==> src/hw/rtl/llrw_pkg.sv <==
package llrw_pkg;

	typedef enum logic [1:0] {
		KIND_POLL  = 2'd0,
		KIND_ENDED = 2'd1,
		KIND_ARM   = 2'd2
	} kind_t;

	typedef enum logic [1:0] {
		REG_ENABLE          = 2'd0,
		REG_WAIT_MS         = 2'd1,
		REG_COOLDOWN_MS     = 2'd2,
		REG_REQ_TIMEOUT_MS  = 2'd3
	} reg_idx_t;

	localparam int unsigned TimeW = 32;

	localparam logic [TimeW-1:0] WaitMsReset       = 32'd40000;
	localparam logic [TimeW-1:0] CooldownMsReset   = 32'd60000;
	localparam logic [TimeW-1:0] ReqTimeoutMsReset = 32'd10000;

	typedef struct packed {
		kind_t            kind;
		logic [TimeW-1:0] now_ms;
		logic             link_up;
		logic             launcher_ready;
	} in_t;

	typedef struct packed {
		logic start_request;
		logic abort_request;
		logic request_in_flight;
		logic outage_timing;
	} out_t;

	typedef struct packed {
		logic             enable;
		logic [TimeW-1:0] wait_ms;
		logic [TimeW-1:0] cooldown_ms;
		logic [TimeW-1:0] request_timeout_ms;
	} cfg_t;

	typedef struct packed {
		logic             outage_running;
		logic [TimeW-1:0] outage_start;
		logic [TimeW-1:0] last_trigger_time;
		logic             has_triggered;
		logic             pending;
		logic [TimeW-1:0] request_start;
	} state_t;

endpackage

==> src/hw/rtl/llrw_step.sv <==
module llrw_step (
	input  llrw_pkg::in_t    item,
	input  llrw_pkg::cfg_t   cfg,
	input  llrw_pkg::state_t state,
	output llrw_pkg::state_t state_nxt,
	output llrw_pkg::out_t   result
);

	logic [llrw_pkg::TimeW-1:0] req_age;
	logic [llrw_pkg::TimeW-1:0] outage_age;
	logic [llrw_pkg::TimeW-1:0] trig_age;
	logic                       timed_out;
	logic                       in_cooldown;
	logic                       started;
	logic                       aborted;

	// all ages wrap modulo 2^32
	assign req_age     = item.now_ms - state.request_start;
	assign outage_age  = item.now_ms - state.outage_start;
	assign trig_age    = item.now_ms - state.last_trigger_time;
	assign timed_out   = state.pending && (req_age > cfg.request_timeout_ms);
	assign in_cooldown = state.has_triggered && (trig_age < cfg.cooldown_ms);

	always_comb begin
		state_nxt = state;
		started   = 1'b0;
		aborted   = 1'b0;
		unique case (item.kind)
			llrw_pkg::KIND_ENDED: begin
				state_nxt.pending = 1'b0;
			end
			llrw_pkg::KIND_ARM: begin
				if (cfg.enable) begin
					state_nxt.outage_running    = 1'b1;
					state_nxt.outage_start      = item.now_ms;
					state_nxt.last_trigger_time = '0;
					state_nxt.request_start     = '0;
					state_nxt.has_triggered     = 1'b0;
					state_nxt.pending           = 1'b0;
				end
			end
			llrw_pkg::KIND_POLL: begin
				if (cfg.enable) begin
					if (timed_out) begin
						state_nxt.pending = 1'b0;
						aborted           = 1'b1;
					end
					if (item.link_up) begin
						state_nxt.outage_running = 1'b0;
					end else if (!state.outage_running) begin
						state_nxt.outage_running = 1'b1;
						state_nxt.outage_start   = item.now_ms;
					end else if (outage_age >= cfg.wait_ms && !state_nxt.pending &&
							!in_cooldown && item.launcher_ready) begin
						state_nxt.pending           = 1'b1;
						state_nxt.request_start     = item.now_ms;
						state_nxt.last_trigger_time = item.now_ms;
						state_nxt.has_triggered     = 1'b1;
						state_nxt.outage_start      = item.now_ms;
						started                     = 1'b1;
					end
				end
			end
			default: begin
				// undefined kind: state held, status reported
			end
		endcase
	end

	assign result.start_request     = started;
	assign result.abort_request     = aborted;
	assign result.request_in_flight = state_nxt.pending;
	assign result.outage_timing     = state_nxt.outage_running;

endmodule

==> src/hw/rtl/link_loss_recovery_watchdog.sv <==
// An input transaction passes the input register, then the result register; one
// transaction per cycle unless out_ready stalls. The state update is a single pass of
// three wrapping 32-bit subtract-and-compare paths between the two registers.
// Reset (arst_n low, asynchronous): both stages empty, watchdog disabled,
// wait/cooldown/timeout at 40000/60000/10000 ms, all timer state cleared.
module link_loss_recovery_watchdog (
	input  logic           clk,
	input  logic           arst_n,
	input  logic           in_valid,
	output logic           in_ready,
	input  llrw_pkg::in_t  in_data,
	output logic           out_valid,
	input  logic           out_ready,
	output llrw_pkg::out_t out_data,
	input  logic           cfg_we,
	input  logic [1:0]     cfg_index,
	input  logic [31:0]    cfg_data
);

	logic             valid_s1;
	llrw_pkg::in_t    item_s1;
	logic             out_valid_q;
	llrw_pkg::out_t   out_q;
	llrw_pkg::cfg_t   cfg_q;
	llrw_pkg::state_t state_q;
	llrw_pkg::state_t state_nxt;
	llrw_pkg::out_t   result;
	logic             advance;

	assign advance  = valid_s1 && (!out_valid_q || out_ready);
	assign in_ready = !valid_s1 || advance;

	llrw_step u_step (
		.item      (item_s1),
		.cfg       (cfg_q),
		.state     (state_q),
		.state_nxt (state_nxt),
		.result    (result)
	);

	always_ff @(posedge clk or negedge arst_n) begin
		if (!arst_n) begin
			valid_s1 <= 1'b0;
		end else if (in_ready) begin
			valid_s1 <= in_valid;
		end
	end

	always_ff @(posedge clk) begin
		if (in_valid && in_ready) begin
			item_s1 <= in_data;
		end
	end

	always_ff @(posedge clk or negedge arst_n) begin
		if (!arst_n) begin
			out_valid_q <= 1'b0;
		end else if (advance) begin
			out_valid_q <= 1'b1;
		end else if (out_ready) begin
			out_valid_q <= 1'b0;
		end
	end

	always_ff @(posedge clk) begin
		if (advance) begin
			out_q <= result;
		end
	end

	always_ff @(posedge clk or negedge arst_n) begin
		if (!arst_n) begin
			state_q <= '0;
		end else if (advance) begin
			state_q <= state_nxt;
		end
	end

	always_ff @(posedge clk or negedge arst_n) begin
		if (!arst_n) begin
			cfg_q.enable             <= 1'b0;
			cfg_q.wait_ms            <= llrw_pkg::WaitMsReset;
			cfg_q.cooldown_ms        <= llrw_pkg::CooldownMsReset;
			cfg_q.request_timeout_ms <= llrw_pkg::ReqTimeoutMsReset;
		end else if (cfg_we) begin
			unique case (llrw_pkg::reg_idx_t'(cfg_index))
				llrw_pkg::REG_ENABLE:         cfg_q.enable             <= cfg_data[0];
				llrw_pkg::REG_WAIT_MS:        cfg_q.wait_ms            <= cfg_data;
				llrw_pkg::REG_COOLDOWN_MS:    cfg_q.cooldown_ms        <= cfg_data;
				llrw_pkg::REG_REQ_TIMEOUT_MS: cfg_q.request_timeout_ms <= cfg_data;
				default: begin
				end
			endcase
		end
	end

	assign out_valid = out_valid_q;
	assign out_data  = out_q;

`ifndef SYNTHESIS
	// a launched request is always in flight and restarts the outage timer
	a_start_pending: assert property (@(posedge clk) disable iff (!arst_n)
		out_valid && out_data.start_request |->
			out_data.request_in_flight && out_data.outage_timing)
		else $error("start_request without pending request or running timer");

	// pending only rises through a start, reported by the transaction just loaded
	a_pending_rise: assert property (@(posedge clk) disable iff (!arst_n)
		$rose(state_q.pending) |-> out_valid && out_data.start_request)
		else $error("pending set without start_request");

	// state moves only when a transaction passes into the result register
	a_state_hold: assert property (@(posedge clk) disable iff (!arst_n)
		!$past(advance) |-> $stable(state_q))
		else $error("watchdog state changed without a transaction");
`endif

endmodule
==> config.mk <==
export PLATFORM = sky130hd
export DESIGN_NAME = link_loss_recovery_watchdog
export DESIGN_NICKNAME = d
export VERILOG_FILES = /design/src/hw/rtl/llrw_pkg.sv /design/src/hw/rtl/llrw_step.sv /design/src/hw/rtl/link_loss_recovery_watchdog.sv
export SDC_FILE = /design/constraint.sdc
export NUM_CORES = 1
export LEC_CHECK = 0
export BUFFER_PORTS_ARGS = -buffer_cell sky130_fd_sc_hd__clkbuf_2
export CAP_MARGIN = 20
export CORE_ASPECT_RATIO = 0.7
export CORE_MARGIN = 2
export CORE_UTILIZATION = 51
export DETAILED_ROUTE_END_ITERATION = 10
export PLACE_DENSITY_LB_ADDON = 0.25
export SYNTH_ARGS = -nofsm -noshare
export SYNTH_HDL_FRONTEND = slang
export SYNTH_SLANG_ARGS = --single-unit
==> constraint.sdc <==
create_clock -name clk -period 5.4 [get_ports clk]
set_input_delay 0.27 -clock clk [delete_from_list [all_inputs] [get_ports clk]]
set_output_delay 0.27 -clock clk [all_outputs]
set_load 0.02 [all_outputs]
==> summary.md <==
| Metric | Value |
|---|---|
| Inst Count DP | 2316 |
| CTS tree | yes |
| Pre-antenna DRT Iters | 5 |
| # rows | 55 |
| Share of cells above drive strength 1 | 23.62% |
| CP Class | reg2reg |
| CTS sink count | 238 |
| Initial Util | 51.90% |
| Crit. End Element | flip-flop |
| Global route overflow | 0 |
| Wire per inst | 19.22 um |
| Post-synth cell types | 71 |
| P&R area growth vs syn | 23.29% |
| Layout Cells excl Fill | 2451 |
| Syn_nets | 2032 |
| P_leak | 10.51 nW |
| All-Layer GR Usage | 26.33% |
| Worst clock skew | 0.01981 ns |
| Core area | 32410 um2 |
| DR vias | 14220 |
| Status | complete, no violations |
| Antenna fix cells | 0 |
| Hold WC Path Type | in2reg |
| GP Congestion | 0.8710 |
| # port buffers | 80 |
| Skew-Pair Late Insertion Delay | 0.56 ns |
| RSZ-0062 raised after global routing | yes |
| Die area | 34480 um2 |
| Detailed Place HPWL | 33.02 mm |
| Post-synthesis cell area | 16820 um2 |
| Worst EP arrival | 5.74 ns |
| Tmin final | 5.308 ns |
| Mapped Cells | 1766 |
| Commonest non-fill, non-tap cell in the layout | inv_1 |
| Setup tns final | 0 ns |
| Final slew viol count | 0 |
| Mapped Avg Cell Area | 9.526 um2 |
| Relative slew margins | 26.87% |
| FFs w/ async S/R, synth | 83.19% |
| Synthesized flop and latch total | 238 |
| WL final | 47.11 mm |
| Die Wd | 221.1 um |
| I/O pin cnt | 81 |
| Final setup vio count | 0 |
| Power Dens Cells | 444.3 nW/um2 |
| Initial antenna violation count | 1 |
| Critical path required time | 5.83 ns |
| Critical Path Fanout Max | 6 |
| Worst slew pin tran | 1.097 ns |
| Max Cap Viol | 0 |
| Fin crit share | 98.29% |
| Register area share after synthesis | 36.72% |
| Residual DRC | 0 |
| Final Hold Viols | 0 |
| Layout Nets | 2270 |
| Pwr Total | 9.214 mW |
| Max clock buf depth | 3 |
| Clock transition at the registers of the reported paths | 0.06 ns |
| Die H | 156.0 um |
| CP startpoint kind | flip-flop |
| Warnings, synthesis | 0 |
| Routed Antenna Nets | 0 |
| Fmax | 0.1884 GHz |
| H-Tree Depth | 1 |
| Vias in the first global route | 13420 |
| DR iter-0 viols | 1210 |
| Most used DFF post-synth | dfrtp_1 |
| Root buf cell | clkbuf_16 |
| Post-synth EDFFs | 40 |
| Worst vdd ir | 0.3663 mV |
| Largest net degree at the start of global routing | 105 |
| DR vias/cell | 5.801 |
| Global-route wire length before repair | 72.50 mm |
| Most frequent cells in the layout | 206 x inv_1, 180 x dfrtp_1, 177 x ha_1 |
| Total CTS buffers | 26 |
## synthesized netlist by cell type (4+ instances only)
library cell / instances / area share, %
nor2_1: 61 / 1.4
o21ai_0: 67 / 2.0
o21ai_1: 6 / 0.18
dfstp_2: 17 / 2.7
o31a_1: 4 / 0.21
nor3_1: 19 / 0.57
ha_1: 188 / 14
edfxtp_1: 40 / 7.1
o211ai_1: 12 / 0.54
and4_1: 6 / 0.31
buf_1: 5 / 0.11
nand2_1: 122 / 2.7
xor2_1: 27 / 1.4
and2_1: 8 / 0.30
clkbuf_1: 43 / 0.96
nand4_1: 17 / 0.63
a211oi_1: 18 / 0.80
a2111oi_0: 4 / 0.21
mux2_2: 124 / 8.3
or3_1: 8 / 0.30
inv_1: 208 / 4.6
nor2b_1: 21 / 0.78
a221o_1: 4 / 0.24
dfrtp_1: 181 / 27
a21o_1: 52 / 2.3
a221oi_1: 4 / 0.21
o21a_1: 20 / 0.89
nand3_1: 116 / 3.5
o21bai_1: 8 / 0.36
nand2b_1: 21 / 0.78
o41ai_1: 4 / 0.21
xnor2_1: 52 / 2.7
a31oi_1: 4 / 0.15
a21boi_0: 4 / 0.18
o31ai_1: 6 / 0.27
a211o_1: 61 / 3.2
a21oi_1: 96 / 2.9
and3_1: 46 / 1.7
buf_6: 5 / 0.33
mux2_1: 4 / 0.27
## sequential cells by signal, indices dropped and copies added, names as in the netlist
name       flops
state_q       99
cfg_q         97
item_s1       36
out_data       4
out_valid      1
valid_s1       1
## layout make-up
type,instances,area (um2)
Clock buffer,38,737.0
Clock inverter,10,103.9
Fill cell,2618,11670
Inverter,208,780.7
Multi-Input combinational cell,1265,10300
Sequential cell,238,6178
Tap cell,427,534.3
Timing Repair Buffer,265,2108
## worst max-delay path: stages (launching register included)
cell,delay (ns)
edfxtp_1,0.41
inv_2,0.10
buf_4,0.14
ha_1,0.16
inv_1,0.05
fa_1,0.42
a211oi_2,0.26
nor2_2,0.11
o22ai_1,0.20
buf_4,0.17
buf_4,0.12
a21oi_1,0.08
and2_1,0.21
o21a_1,0.18
nor2_1,0.12
xnor2_1,0.14
ha_1,0.17
a21oi_1,0.07
o21ai_0,0.20
a221o_1,0.26
a211oi_2,0.05
buf_4,0.18
o31ai_2,0.35
o211ai_1,0.23
nand2_4,0.25
clkbuf_16,0.23
mux2_4,0.31
## through the flow
stage | cell area [um2] | setup slack, ns | hold WS (ns) | util (%)
floorplan | 16820 | 0.3392 | -0.02559 | -
global placement | 18350 | -0.3421 | 0.4078 | 56.62
detailed placement | 18350 | -0.3499 | 0.4085 | 56.62
CTS | 19910 | 0.001230 | 0.001978 | 61.42
global route | 20740 | -0.07727 | 0.01252 | 63.99
finish | 20740 | 0.09213 | 0.01799 | 63.99
## path summary, 6_finish.rpt
kind,slack [ns],endpoint,depth (start not counted),startpoint
setup / recovery,0.09,state_q[73]$_DFFE_PN0P_,26,item_s1[2]$_DFFE_PP_
hold / removal,0.02,cfg_q[94]$_DFFE_PN0P_,2,cfg_data[30]
setup reg to reg,0.09,state_q[73]$_DFFE_PN0P_,26,item_s1[2]$_DFFE_PP_
hold reg to reg,0.48,state_q[60]$_DFFE_PN0P_,2,state_q[60]$_DFFE_PN0P_
max in group asynchronous,3.96,cfg_q[29]$_DFFE_PN0P_,3,arst_n
min in group asynchronous,0.36,cfg_q[73]$_DFFE_PN0P_,2,arst_n
## cell families (layout without fill, tap and decap cells)
group / after synthesis / in the layout / share of synthesized area (%)
adders and majority gates: 191 / 191 / 14.34
DFF: 238 / 238 / 36.72
xor gates and xnor gates: 79 / 79 / 4.113
and+or+nand+nor: 462 / 462 / 13.70
AOI/OAI and AO/OA: 404 / 405 / 16.42
muxes: 128 / 128 / 8.568
buffers and inverters: 264 / 521 / 6.136
## repair_timing
| item | CTS | global route |
|---|---|---|
| gates cloned | 1 | 4 |
| hold buffers | 61 | 0 |
| pin swaps | 2 | 62 |
| endpoints found under the setup margin | 100 | 100 |
| buffers inserted | 1 | 20 |
| gates resized for setup | 20 | 121 |
| endpoints found under the hold margin | 178 | 0 |
## report_power, final
part / total (mW) / internal, mW / switching, mW
Sequential: 2.44 / 2.20 / 0.244
Combinational: 4.98 / 2.33 / 2.64
Clock: 1.80 / 1.04 / 0.753
Total: 9.21 / 5.57 / 3.64
## routing by layer
layer | vias to the layer above | wire length [um] | track usage [%]
met4 | 2 | 1008 | 6.072
met2 | 452 | 19430 | 37.90
li1 | 6811 | - | -
met5 | - | 9 | 0
met3 | 69 | 3370 | 5.330
met1 | 6885 | 23290 | 40.33
(Power assumes the default switching activity.)
